### src/hw/rtl/apd_pkg.sv
// Package for the averaged peak press detector.
// Holds field widths, register indexes, the configuration struct and the
// sequencer state type. No dependencies.
`default_nettype none

package apd_pkg;

	localparam int SAMPLE_W = 10;
	localparam int COUNT_W  = 8;
	localparam int TICKS_W  = 16;
	localparam int TIME_W   = 32;
	localparam int SUM_W    = 18;
	localparam int ADDR_W   = 4;
	localparam int DATA_W   = 32;

	// The divider retires one quotient bit per step.
	localparam int DIV_STEPS = SUM_W;
	localparam int DIV_CNT_W = $clog2(DIV_STEPS);

	typedef enum logic [1:0] {
		REG_SAMPLE_COUNT    = 2'd0,
		REG_THRESHOLD       = 2'd1,
		REG_COOLDOWN_TICKS  = 2'd2,
		REG_MIN_PRESS_TICKS = 2'd3
	} reg_idx_t;

	typedef struct packed {
		logic [COUNT_W-1:0]  sample_count;
		logic [SAMPLE_W-1:0] threshold;
		logic [TICKS_W-1:0]  cooldown_ticks;
		logic [TICKS_W-1:0]  min_press_ticks;
	} cfg_t;

	typedef enum logic [1:0] {
		ST_IDLE,
		ST_DIV,
		ST_EMIT
	} state_t;

endpackage

`default_nettype wire

### src/hw/rtl/apd_regs.sv
// Configuration register file with an APB-style access port.
// Depends on apd_pkg for register indexes and the cfg_t struct.
`default_nettype none

module apd_regs (
	input  wire logic                        clk,
	input  wire logic                        arst_n,
	input  wire logic                        psel,
	input  wire logic                        penable,
	input  wire logic                        pwrite,
	input  wire logic [apd_pkg::ADDR_W-1:0]  paddr,
	input  wire logic [apd_pkg::DATA_W-1:0]  pwdata,
	output logic      [apd_pkg::DATA_W-1:0]  prdata,
	output logic                             pready,
	output apd_pkg::cfg_t                    cfg
);
	import apd_pkg::*;

	cfg_t     cfg_q;
	reg_idx_t idx;
	logic     wr_en;

	assign idx    = reg_idx_t'(paddr[ADDR_W-1:2]);
	assign wr_en  = psel && penable && pwrite;
	assign pready = 1'b1;
	assign cfg    = cfg_q;

	always_ff @(posedge clk or negedge arst_n) begin
		if (!arst_n) begin
			cfg_q.sample_count    <= COUNT_W'(1);
			cfg_q.threshold       <= '0;
			cfg_q.cooldown_ticks  <= '0;
			cfg_q.min_press_ticks <= '0;
		end else if (wr_en) begin
			case (idx)
				REG_SAMPLE_COUNT:    cfg_q.sample_count    <= pwdata[COUNT_W-1:0];
				REG_THRESHOLD:       cfg_q.threshold       <= pwdata[SAMPLE_W-1:0];
				REG_COOLDOWN_TICKS:  cfg_q.cooldown_ticks  <= pwdata[TICKS_W-1:0];
				REG_MIN_PRESS_TICKS: cfg_q.min_press_ticks <= pwdata[TICKS_W-1:0];
				default: ;
			endcase
		end
	end

	always_comb begin
		case (idx)
			REG_SAMPLE_COUNT:    prdata = DATA_W'(cfg_q.sample_count);
			REG_THRESHOLD:       prdata = DATA_W'(cfg_q.threshold);
			REG_COOLDOWN_TICKS:  prdata = DATA_W'(cfg_q.cooldown_ticks);
			REG_MIN_PRESS_TICKS: prdata = DATA_W'(cfg_q.min_press_ticks);
			default:             prdata = '0;
		endcase
	end

endmodule

`default_nettype wire

### src/hw/rtl/apd_div.sv
// Bit-serial restoring divider: block sum over sample count, one quotient
// bit per cycle. Depends on apd_pkg for widths.
`default_nettype none

module apd_div (
	input  wire logic                        clk,
	input  wire logic                        arst_n,
	input  wire logic                        start,
	input  wire logic [apd_pkg::SUM_W-1:0]   dividend,
	input  wire logic [apd_pkg::COUNT_W-1:0] divisor,
	output logic                             done,
	output logic      [apd_pkg::SUM_W-1:0]   quotient
);
	import apd_pkg::*;

	logic                 busy_q;
	logic                 done_q;
	logic [DIV_CNT_W-1:0] cnt_q;
	logic [SUM_W-1:0]     quo_q;
	logic [COUNT_W-1:0]   rem_q;
	logic [COUNT_W-1:0]   dvs_q;

	logic [COUNT_W:0]     rem_shift;
	logic [COUNT_W+1:0]   diff;
	logic                 fits;

	// The dividend shifts out of the top of quo_q while quotient bits
	// shift in at the bottom.
	assign rem_shift = {rem_q, quo_q[SUM_W-1]};
	assign diff      = {1'b0, rem_shift} - {2'b0, dvs_q};
	assign fits      = !diff[COUNT_W+1];

	always_ff @(posedge clk or negedge arst_n) begin
		if (!arst_n) begin
			busy_q <= 1'b0;
			done_q <= 1'b0;
			cnt_q  <= '0;
		end else if (start) begin
			busy_q <= 1'b1;
			done_q <= 1'b0;
			cnt_q  <= '0;
		end else if (busy_q) begin
			cnt_q <= cnt_q + DIV_CNT_W'(1);
			if (cnt_q == DIV_CNT_W'(DIV_STEPS - 1)) begin
				busy_q <= 1'b0;
				done_q <= 1'b1;
			end
		end else begin
			done_q <= 1'b0;
		end
	end

	always_ff @(posedge clk) begin
		if (start) begin
			quo_q <= dividend;
			rem_q <= '0;
			dvs_q <= divisor;
		end else if (busy_q) begin
			quo_q <= {quo_q[SUM_W-2:0], fits};
			rem_q <= fits ? diff[COUNT_W-1:0] : rem_shift[COUNT_W-1:0];
		end
	end

	assign done     = done_q;
	assign quotient = quo_q;

endmodule

`default_nettype wire

### src/hw/rtl/averaged_peak_press_detector_core.sv
// Averaged peak press detector. A sample inside a block is taken while the sequencer idles; a
// sample that ends a block stalls the input through the divide state (start, 18-step serial
// divider, hand-off) and, if it closes a window, the emit state, which loads its result
// beat into the output register. Throughput: one sample per cycle mid block; a block end
// holds off new samples until the sequencer is idle, also while the result side stalls.
// Reset clears the sequencer, time counters and window; registers go to count 1, else 0.
`default_nettype none

module averaged_peak_press_detector_core (
	input  wire logic                         clk,
	input  wire logic                         arst_n,
	input  wire logic                         psel,
	input  wire logic                         penable,
	input  wire logic                         pwrite,
	input  wire logic [apd_pkg::ADDR_W-1:0]   paddr,
	input  wire logic [apd_pkg::DATA_W-1:0]   pwdata,
	output logic      [apd_pkg::DATA_W-1:0]   prdata,
	output logic                              pready,
	input  wire logic                         sample_valid,
	output logic                              sample_stall,
	input  wire logic [apd_pkg::SAMPLE_W-1:0] sample,
	output logic                              result_valid,
	input  wire logic                         result_stall,
	output logic      [apd_pkg::SAMPLE_W-1:0] reading,
	output logic                              accepted
);
	import apd_pkg::*;

	cfg_t cfg;

	state_t state_q, state_d;

	logic [TIME_W-1:0]   tick_q;
	logic [TIME_W-1:0]   last_q;
	logic [TIME_W-1:0]   start_q;
	logic [SUM_W-1:0]    sum_q;
	logic [COUNT_W-1:0]  idx_q;
	logic                open_q;
	logic [SAMPLE_W-1:0] peak_q;
	logic [SAMPLE_W-1:0] res_reading_q;
	logic                res_ok_q;
	logic                out_valid_q;
	logic [SAMPLE_W-1:0] out_reading_q;
	logic                out_ok_q;

	logic                take;
	logic                cooling;
	logic [SUM_W-1:0]    base_sum;
	logic [COUNT_W-1:0]  base_idx;
	logic [SUM_W-1:0]    new_sum;
	logic [COUNT_W-1:0]  new_idx;
	logic [COUNT_W-1:0]  count;
	logic                block_end;
	logic                div_start;
	logic                div_done;
	logic [SUM_W-1:0]    quotient;
	logic [SAMPLE_W-1:0] avg;
	logic [SAMPLE_W-1:0] new_peak;
	logic                closing;
	logic                press_ok;
	logic                out_free;
	logic                load_out;

	apd_regs u_regs (
		.clk     (clk),
		.arst_n  (arst_n),
		.psel    (psel),
		.penable (penable),
		.pwrite  (pwrite),
		.paddr   (paddr),
		.pwdata  (pwdata),
		.prdata  (prdata),
		.pready  (pready),
		.cfg     (cfg)
	);

	apd_div u_div (
		.clk      (clk),
		.arst_n   (arst_n),
		.start    (div_start),
		.dividend (new_sum),
		.divisor  (count),
		.done     (div_done),
		.quotient (quotient)
	);

	assign take    = sample_valid && !sample_stall;
	// The time counters count taken samples modulo 2^32, so the differences wrap.
	assign cooling = !open_q &&
		((tick_q - last_q) < {{(TIME_W-TICKS_W){1'b0}}, cfg.cooldown_ticks});

	assign base_sum  = open_q ? sum_q : '0;
	assign base_idx  = open_q ? idx_q : '0;
	assign new_sum   = base_sum + SUM_W'(sample);
	assign new_idx   = base_idx + COUNT_W'(1);
	assign count     = (cfg.sample_count == '0) ? COUNT_W'(1) : cfg.sample_count;
	assign block_end = new_idx >= count;
	assign div_start = take && !cooling && block_end;

	// The average keeps only its low bits when the count was lowered mid block.
	assign avg      = quotient[SAMPLE_W-1:0];
	assign new_peak = (avg > peak_q) ? avg : peak_q;
	assign closing  = avg <= cfg.threshold;
	// tick_q already holds the close time: the tick after the last sample.
	assign press_ok = (tick_q - start_q) >= {{(TIME_W-TICKS_W){1'b0}}, cfg.min_press_ticks};

	assign out_free = !out_valid_q || !result_stall;

	always_comb begin
		state_d      = state_q;
		sample_stall = 1'b1;
		load_out     = 1'b0;
		case (state_q)
			ST_IDLE: begin
				sample_stall = 1'b0;
				if (div_start) begin
					state_d = ST_DIV;
				end
			end
			ST_DIV: begin
				if (div_done) begin
					state_d = closing ? ST_EMIT : ST_IDLE;
				end
			end
			ST_EMIT: begin
				if (out_free) begin
					load_out = 1'b1;
					state_d  = ST_IDLE;
				end
			end
			default: state_d = ST_IDLE;
		endcase
	end

	always_ff @(posedge clk or negedge arst_n) begin
		if (!arst_n) begin
			state_q <= ST_IDLE;
		end else begin
			state_q <= state_d;
		end
	end

	always_ff @(posedge clk or negedge arst_n) begin
		if (!arst_n) begin
			tick_q  <= '0;
			last_q  <= '0;
			start_q <= '0;
			sum_q   <= '0;
			idx_q   <= '0;
			open_q  <= 1'b0;
			peak_q  <= '0;
		end else begin
			if (take) begin
				tick_q <= tick_q + TIME_W'(1);
				if (!cooling) begin
					if (!open_q) begin
						open_q  <= 1'b1;
						start_q <= tick_q;
						peak_q  <= '0;
					end
					if (block_end) begin
						sum_q <= '0;
						idx_q <= '0;
					end else begin
						sum_q <= new_sum;
						idx_q <= new_idx;
					end
				end
			end
			if (state_q == ST_DIV && div_done) begin
				peak_q <= new_peak;
				if (closing) begin
					open_q <= 1'b0;
					if (press_ok) begin
						last_q <= tick_q;
					end
				end
			end
		end
	end

	always_ff @(posedge clk) begin
		if (state_q == ST_DIV && div_done) begin
			res_reading_q <= press_ok ? new_peak : '0;
			res_ok_q      <= press_ok;
		end
	end

	always_ff @(posedge clk or negedge arst_n) begin
		if (!arst_n) begin
			out_valid_q <= 1'b0;
		end else if (load_out) begin
			out_valid_q <= 1'b1;
		end else if (!result_stall) begin
			out_valid_q <= 1'b0;
		end
	end

	always_ff @(posedge clk) begin
		if (load_out) begin
			out_reading_q <= res_reading_q;
			out_ok_q      <= res_ok_q;
		end
	end

	assign result_valid = out_valid_q;
	assign reading      = out_reading_q;
	assign accepted     = out_ok_q;

	a_closed_window_clear: assert property (@(posedge clk) disable iff (!arst_n)
		!open_q |-> (idx_q == '0 && sum_q == '0))
		else $error("closed window left a partial block behind");

	a_div_done_in_div: assert property (@(posedge clk) disable iff (!arst_n)
		div_done |-> state_q == ST_DIV)
		else $error("divider finished outside the divide state");

	a_result_from_emit: assert property (@(posedge clk) disable iff (!arst_n)
		$rose(result_valid) |-> $past(state_q == ST_EMIT))
		else $error("result beat raised without a closing window");

	a_rejected_reads_zero: assert property (@(posedge clk) disable iff (!arst_n)
		(result_valid && !accepted) |-> reading == '0)
		else $error("rejected window carries a nonzero reading");

	a_no_take_while_busy: assert property (@(posedge clk) disable iff (!arst_n)
		(state_q == ST_DIV) |=> (state_q == ST_DIV || state_q == ST_EMIT ||
			!$past(open_q) || state_q == ST_IDLE) && !$past(take))
		else $error("sample taken while a block average was pending");

endmodule

`default_nettype wire
### config.mk
export PLATFORM = sky130hd
export DESIGN_NAME = averaged_peak_press_detector_core
export DESIGN_NICKNAME = d
export VERILOG_FILES = /design/src/hw/rtl/apd_pkg.sv /design/src/hw/rtl/apd_regs.sv /design/src/hw/rtl/apd_div.sv /design/src/hw/rtl/averaged_peak_press_detector_core.sv
export SDC_FILE = /design/constraint.sdc
export NUM_CORES = 1
export LEC_CHECK = 0
export BUFFER_PORTS_ARGS = -buffer_cell sky130_fd_sc_hd__buf_2
export CAP_MARGIN = 20
export CORE_MARGIN = 2
export CORE_UTILIZATION = 35
export CTS_CLUSTER_SIZE = 40
export DETAILED_ROUTE_END_ITERATION = 10
export PLACE_DENSITY = 0.52
export SLEW_MARGIN = 20
export SYNTH_ARGS = -nofsm -noshare
export SYNTH_HDL_FRONTEND = slang
export SYNTH_HIERARCHICAL = 1
export SYNTH_SLANG_ARGS = --single-unit
### constraint.sdc
create_clock -name clk -period 6.3 [get_ports clk]
set_clock_uncertainty 0.1 [all_clocks]
set_input_delay 0 -clock clk [delete_from_list [all_inputs] [get_ports clk]]
set_output_delay 0 -clock clk [all_outputs]
set_load 0.02 [all_outputs]
Word level (Yosys, flattened, before mapping)
Cells that the tools add are included.
- register bits after elaboration: 249
- logic and storage cells: 113
- output and inout port bits: 46
- bitwise gates (word level): 2
- eq/ne operators: 13
- order comparisons: 5
- muxes and demuxes: 36
- add/subtract/negate cells: 7
- reduce and logical (&&, ||, !) cells: 27
- operators by type and width (kind ; number):
    one-hot mux 32 bit (4 select lines) ; 1
    2-to-1 mux 18 bit ; 4
    subtractor 32 bit ; 2
    2-to-1 mux 10 bit ; 5
    adder 32 x 1 -> 32 bit, second input constant ; 1
    >= comparator 32 x 16 -> 1 bit ; 1
    less-than comparator 32 x 16 -> 1 bit ; 1
    2-to-1 mux 8 bit ; 4
    adder 18 x 10 -> 18 bit ; 1
    2-to-1 mux 1 bit ; 15
    AND reduction 3 bit ; 4
    greater-than comparator 10 bit ; 1
    less-or-equal comparator 10 bit ; 1
    2-to-1 mux 5 bit ; 2
    AND reduction 2 bit ; 5
    subtractor 9 x 8 -> 10 bit ; 1
    adder 8 x 1 -> 8 bit, second input constant ; 1
    >= comparator 8 bit ; 1
    zero test 8 bit ; 1
    2-to-1 mux 2 bit ; 4
    inequality test 2 x 1 -> 1 bit, second input constant ; 4
    logical AND 1 bit ; 7
    == test 2 bit, second input constant ; 3
    one-hot mux 2 bit (3 select lines) ; 1
    other kinds (10) ; 19

Depth between registers and ports, before layout
- word-level depth: 8
- depth in mapped cells: 26
- gate-level depth less buffers: 23

By module
Netlist, hierarchy kept.
- by module, submodules not included (module ; area each (µm²) ; instances ; cells an instance):
    averaged_peak_press_detector_core ; 12669.7 ; 1 ; 1467
    apd_regs ; 2444.8 ; 1 ; 157
    apd_div ; 2065.7 ; 1 ; 170

Least setup slack after synthesis
No wires, ideal clock.
- path kind: flip-flop to flip-flop
- start point: register tick_q[4]
- end point: register u_div.quo_q[0], in the netlist u_div/quotient[0], enable pin
- cell stages (with the launch flop): 23
- setup time: 0.338 ns
- data arrival time: 4.993 ns
- setup slack: 0.869 ns
- clock period less this slack: 5.431 ns
- data required time: 5.862 ns
- path buffers: 3
- cell sequence: dfrtp_1 -> ha_1 -> a21oi_1 -> o211a_1 -> a21bo_2 -> nand2_1 -> a21o_1 -> a21oi_1 -> xnor2_1 -> ha_1 -> a21boi_0 -> o31a_1 -> a221oi_1 -> o2111ai_1 -> a2111oi_0 -> o2111ai_1 -> o21ai_1 -> buf_2 -> buf_2 -> nor2_1 -> clkbuf_1 -> nor2_1 -> inv_1
- cells in the longest elaborated chain, start to end: 7
- ends and longest elaborated chain (what ; RTL line ; text):
    start, declared ; averaged_peak_press_detector_core.sv:33 ; logic [TIME_W-1:0] tick_q;
    start signal, assigned ; averaged_peak_press_detector_core.sv:154 ; tick_q <= tick_q + TIME_W'(1);
    subtractor 32 bit ; averaged_peak_press_detector_core.sv:90 ; ((tick_q - last_q) < {{(TIME_W-TICKS_W){1'b0}}, cfg.cooldown_ticks});
    less-than comparator 32 x 16 -> 1 bit ; averaged_peak_press_detector_core.sv:90 ;
    logical AND 1 bit ; averaged_peak_press_detector_core.sv:89 ; assign cooling = !open_q &&
    zero test 1 bit ; - ;
    logical AND 1 bit (2 in a row) ; averaged_peak_press_detector_core.sv:98 ; assign div_start = take && !cooling && block_end;
    net div_start ; averaged_peak_press_detector_core.sv:54 ; logic div_start;
    nonzero test 2 bit (no line) ; - ;
    end signal, assigned ; apd_div.sv:55 ; quo_q <= dividend;
    end signal, assigned ; apd_div.sv:59 ; quo_q <= {quo_q[SUM_W-2:0], fits};
    end, declared ; apd_div.sv:19 ; logic [SUM_W-1:0] quo_q;
The timed path passes the listed nets, and every way through them passes these cells.
A chain may end at the register's enable or synchronous reset.

Final worst setup path
- start point: register tick_q[0]
- end point: register res_reading_q[5] (data pin)
- cells in the longest elaborated chain, start to end: 2
- ends and longest elaborated chain (what ; RTL line ; text):
    subtractor 32 bit ; averaged_peak_press_detector_core.sv:105 ; assign press_ok = (tick_q - start_q) >= {{(TIME_W-TICKS_W){1'b0}}, cfg.min_press_ticks};
    >= comparator 32 x 16 -> 1 bit ; averaged_peak_press_detector_core.sv:105 ;
    end signal, assigned ; averaged_peak_press_detector_core.sv:184 ; res_reading_q <= press_ok ? new_peak : '0;
    end, declared ; averaged_peak_press_detector_core.sv:40 ; logic [SAMPLE_W-1:0] res_reading_q;
Every way passes these cells.

==> results.py <==
metrics = {
    "run_status": {
        "outcome": "finished, final reports clean",
    },
    "clock_network": {
        "cts_tree": "yes",
        "path_clk_slew_ns": 0.06,
        "cts_max_level": 1,
        "ctsLongestPathBuffers": 3,
        "clock-sinks": 249,
        "clk_latency_ns": 0.57,
        "cts.repair.resized": 0,
        "cts_root_buf": "clkbuf_16",
        "numCtsBuffers": 30,
    },
    "floorplan": {
        "coreArea_um2": 48600,
        "start_util_pct": 35.3,
        "die_w_um": 226,
        "die-height_um": 226,
        "die_area_um2": 50900,
        "boundaryPins": 99,
        "rows": 81,
    },
    "timing": {
        "fin_crit_sh_pct": 88.8,
        "fin_ws_ns": 0.708,
        "fmax_mhz": 179,
        "tns_ns": 0,
        "maxSlewHeadroom_pct": 30.8,
        "hold_viol_final": 0,
        "drv_slew": 0,
        "worst_pin_slew_ns": 1.01,
        "setup_violations": 0,
        "rsz0062_at_grt": "no",
        "holdWs_ns": 0.00986,
        "period_minus_slack_ns": 5.59,
    },
    "grt": {
        "grt_pass1_wl_mm": 69.7,
        "overflow": 0,
        "grt_max_degree": 108,
        "grt_pass1_vias": 12900,
        "antenna_found_initial": 1,
        "grtUsageTotal_pct": 17.2,
    },
    "flow_run": {
        "maxCapViolations": 0,
    },
    "placed_design": {
        "pre_cts_slack_ns": 0.720,
        "dp_cells": 2434,
        "dp_hpwl_mm": 33.1,
        "place_area_um2": 18000,
        "routabilityCongestion": 0.845,
        "numPortBuffers": 63,
    },
    "worst_setup_path": {
        "cp-startpoint": "tick_q[0]",
        "r2r_start": "tick_q[0]",
        "required_ns": 6.48,
        "path_max_fanout": 11,
        "endpoint": "res_reading_q[5]",
        "timing.rr.end": "res_reading_q[5]",
        "worstSetupStartpointType": "register",
        "critPathArrivalTime_ns": 5.77,
        "critPathKind": "register to register",
        "r2r_slack_ns": 0.71,
        "critPathCaptureType": "register",
        "ff2ff_path_depth": 22,
    },
    "pwr": {
        "clock_power_share_pct": 20.3,
        "swShare_pct": 41.2,
        "power_density_nw_per_um2": 467,
        "p_sw_mw": 3.73,
        "p_seq_share_pct": 27.4,
        "power.leakage_nw": 9.09,
        "power.internal_mw": 5.32,
        "p_comb_share_pct": 52.3,
        "vdd_drop_max_mv": 0.254,
    },
    "detailed_routing": {
        "ant_nets": 0,
        "drtPass1Iterations": 6,
        "vias": 13100,
        "avgViaCountPerCell": 5.19,
        "drt_iter0_markers": 762,
        "wl_per_cell_um": 17.2,
        "routed_wl_mm": 43.4,
        "drc": 0,
    },
    "synthesis": {
        "yosysWarnings": 6,
        "ys.flop_type": "dfrtp_1",
        "synthCells": 1794,
        "synth-xor-area-share_pct": 4.95,
        "synth_compound_area_share_pct": 15.0,
        "synth_top_family_by_area": "compound AO/OA/AOI/OAI gates",
        "yosysSeqAreaShare_pct": 37.4,
        "synth_area_um2": 17200,
        "synth_fa_ha_area_share_pct": 10.9,
        "ys_seq_elements": 249,
        "synth-simple-area-share_pct": 14.6,
        "synth.avg_cell_area_um2": 9.58,
        "ys_types": 97,
        "synth-edff-count": 48,
        "synth.mux.area_fraction_pct": 10.9,
        "synthArstFlopShare_pct": 77.5,
    },
    "finish": {
        "final_cells": 2522,
        "fin_nets": 2075,
        "final_layout_size_suffix_gt1_share_pct": 14.1,
        "final_cell_area_um2": 19400,
        "area_growth_pct": 13.0,
        "n_fill_cell": 4888,
    },
    "hold_path": {
        "hp-class": "input port to async pin",
    },
}
## stage by stage
stage / total power [mW] / util, %
after floorplan: 5.98 / -
after global placement: 7.08 / 37.1
after detailed placement: 7.20 / 37.1
after CTS: 9.12 / 39.9
after global routing: 9.83 / 39.9
final: 9.06 / 39.9
## worst max-delay path: stages (launching register included)
cell and delay, ns:
dfrtp_1 0.41, inv_1 0.16, ha_1 0.22, inv_1 0.06
fa_1 0.40, a21oi_1 0.23, nor2_1 0.14, nor2_1 0.17
o21ai_0 0.17, a21o_1 0.22, a21oi_1 0.17, xnor2_1 0.15
ha_1 0.26, nand4_1 0.11, o21bai_1 0.08, a2bb2oi_1 0.26
o2111ai_1 0.15, or4b_1 0.51, nor3_1 0.19, nand3_1 0.10
and4bb_2 0.36, and3_1 0.57, nor2_1 0.12
## logic make-up (layout without fill, tap and decap cells)
| kind of cell | Yosys count | in the layout |
|---|---|---|
| buffers and inverters | 239 | 329 |
| other | 2 | 18 |
| flip-flops | 249 | 249 |
| multiplexers | 149 | 149 |
| AND/OR/NAND/NOR | 512 | 512 |
| AO/OA/AOI/OAI | 399 | 399 |
| adder cells (fa/ha/maj) | 147 | 147 |
| XOR/XNOR | 97 | 97 |
## per-layer routing
| layer | vias to the layer above | wire length, um | global-route usage, % | part of all wire [%] |
|---|---|---|---|---|
| met5 | - | 0 | 0 | 0 |
| met4 | 0 | 1220 | 5.11 | 2.8 |
| met3 | 66 | 1260 | 1.89 | 2.9 |
| met2 | 199 | 19900 | 28.1 | 46 |
| met1 | 6303 | 21000 | 23.9 | 48 |
| li1 | 6514 | - | - | - |
## power groups by stage
stage               clock [mW]  sequential (mW)  combinational [mW]
finish                    1.83             2.48                4.74
global route              1.95             2.54                5.34
CTS                       1.88             2.49                4.75
detailed placement           0             2.51                4.70
global placement             0             2.50                4.58
floorplan                    0             2.37                3.61
## synthesized netlist by cell type, types with 5 or more instances
cell type  number  area, um^2
dfrtp_1       192        4800
nand2_1       173         649
inv_1         166         623
ha_1          143        1790
nor2_1        119         447
a21oi_1        95         475
o21ai_0        72         360
mux2_2         65         732
xnor2_1        62         543
edfxtp_1       48        1440
nand3_1        42         210
o21ai_1        41         205
mux2_4         39         586
xor2_1         35         307
a21o_1         33         248
mux2i_1        33         330
clkbuf_1       27         101
nor3_1         26         130
nand4_1        25         156
nor2b_1        21         131
buf_2          20         100
and3_1         18         113
buf_4          18         135
nand2b_1       16         100
and2_1         15        93.8
o21a_1         15         113
a31oi_1        14        87.6
a211oi_1       12        90.1
o211ai_1       12        90.1
a2111oi_0      11        96.3
o21bai_1       11        82.6
o31ai_1        11        82.6
a211o_1         9        78.8
and4_1          8        70.1
dfxtp_1         8         160
mux4_2          8         180
buf_6           6        67.6
nand3b_1        6        45.0
nor3b_1         6        45.0
or3_1           6        37.5
or2_2           5        31.3
## flip-flops by register name, indices dropped and copies added, names as in the netlist
signal	count
u_regs/cfg	50
last_q	32
start_q	32
tick_q	32
sum_q	18
u_div/quotient	18
peak_q	10
reading	10
res_reading_q	10
idx_q	8
u_div/dvs_q	8
u_div/rem_q	8
u_div/cnt_q	5
state_q	2
accepted	1
open_q	1
res_ok_q	1
result_valid	1
u_div/busy_q	1
u_div/done	1
## final cells by class
type / count / area (um^2) / share of cell area, %
timing repair buffer: 107 / 744 / 3.84
inverter: 166 / 623 / 3.21
multi-input combinational: 1321 / 9770 / 50.4
clock inverter: 15 / 189 / 0.973
clock buffer: 41 / 863 / 4.45
antenna: 1 / 2.50 / 0.0129
sequential: 249 / 6430 / 33.1
tap: 622 / 778 / 4.01
## layout by cell type (no fill, tap or decap), types with 12 or more instances in the layout
master | Yosys | routed
dlygate4sd3_1 | 0 | 31
o21a_1 | 15 | 15
nor2b_1 | 21 | 21
clkbuf_16 | 0 | 31
and2_1 | 15 | 15
buf_2 | 20 | 62
o21ai_0 | 72 | 72
a21oi_1 | 95 | 95
a211oi_1 | 12 | 12
xnor2_1 | 62 | 62
nand2b_1 | 16 | 16
ha_1 | 143 | 143
inv_1 | 166 | 166
conb_1 | 2 | 17
nor3_1 | 26 | 26
nand3_1 | 42 | 42
o211ai_1 | 12 | 12
mux2_2 | 65 | 65
a31oi_1 | 14 | 14
nand2_1 | 173 | 173
nor2_1 | 119 | 118
xor2_1 | 35 | 35
buf_4 | 18 | 12
edfxtp_1 | 48 | 48
mux2i_1 | 33 | 33
a21o_1 | 33 | 33
mux2_4 | 39 | 39
and3_1 | 18 | 18
o21ai_1 | 41 | 40
dfrtp_1 | 192 | 192
nand4_1 | 25 | 25
## worst min-delay path by stage
stage / startpoint / endpoint / slack (ns) / cells after the start
2_1_floorplan: arst_n / idx_q[0] / -0.40 / 0
6_report: arst_n / u_div/cnt_q[0] / 0.01 / 2
3_5_place_dp: arst_n / u_div/cnt_q[0] / 0.09 / 1
5_1_grt: penable / u_regs/cfg[44] / 0.03 / 4
4_1_cts: penable / u_regs/cfg[44] / 0.01 / 4
3_3_place_gp: arst_n / u_div/cnt_q[1] / 0.09 / 1
## timing repair
action	in CTS	in global routing
hold buffers	31	0
setup buffers	0	0
hold endpoints to repair	185	0
Power figures use the tool's default switching activity.
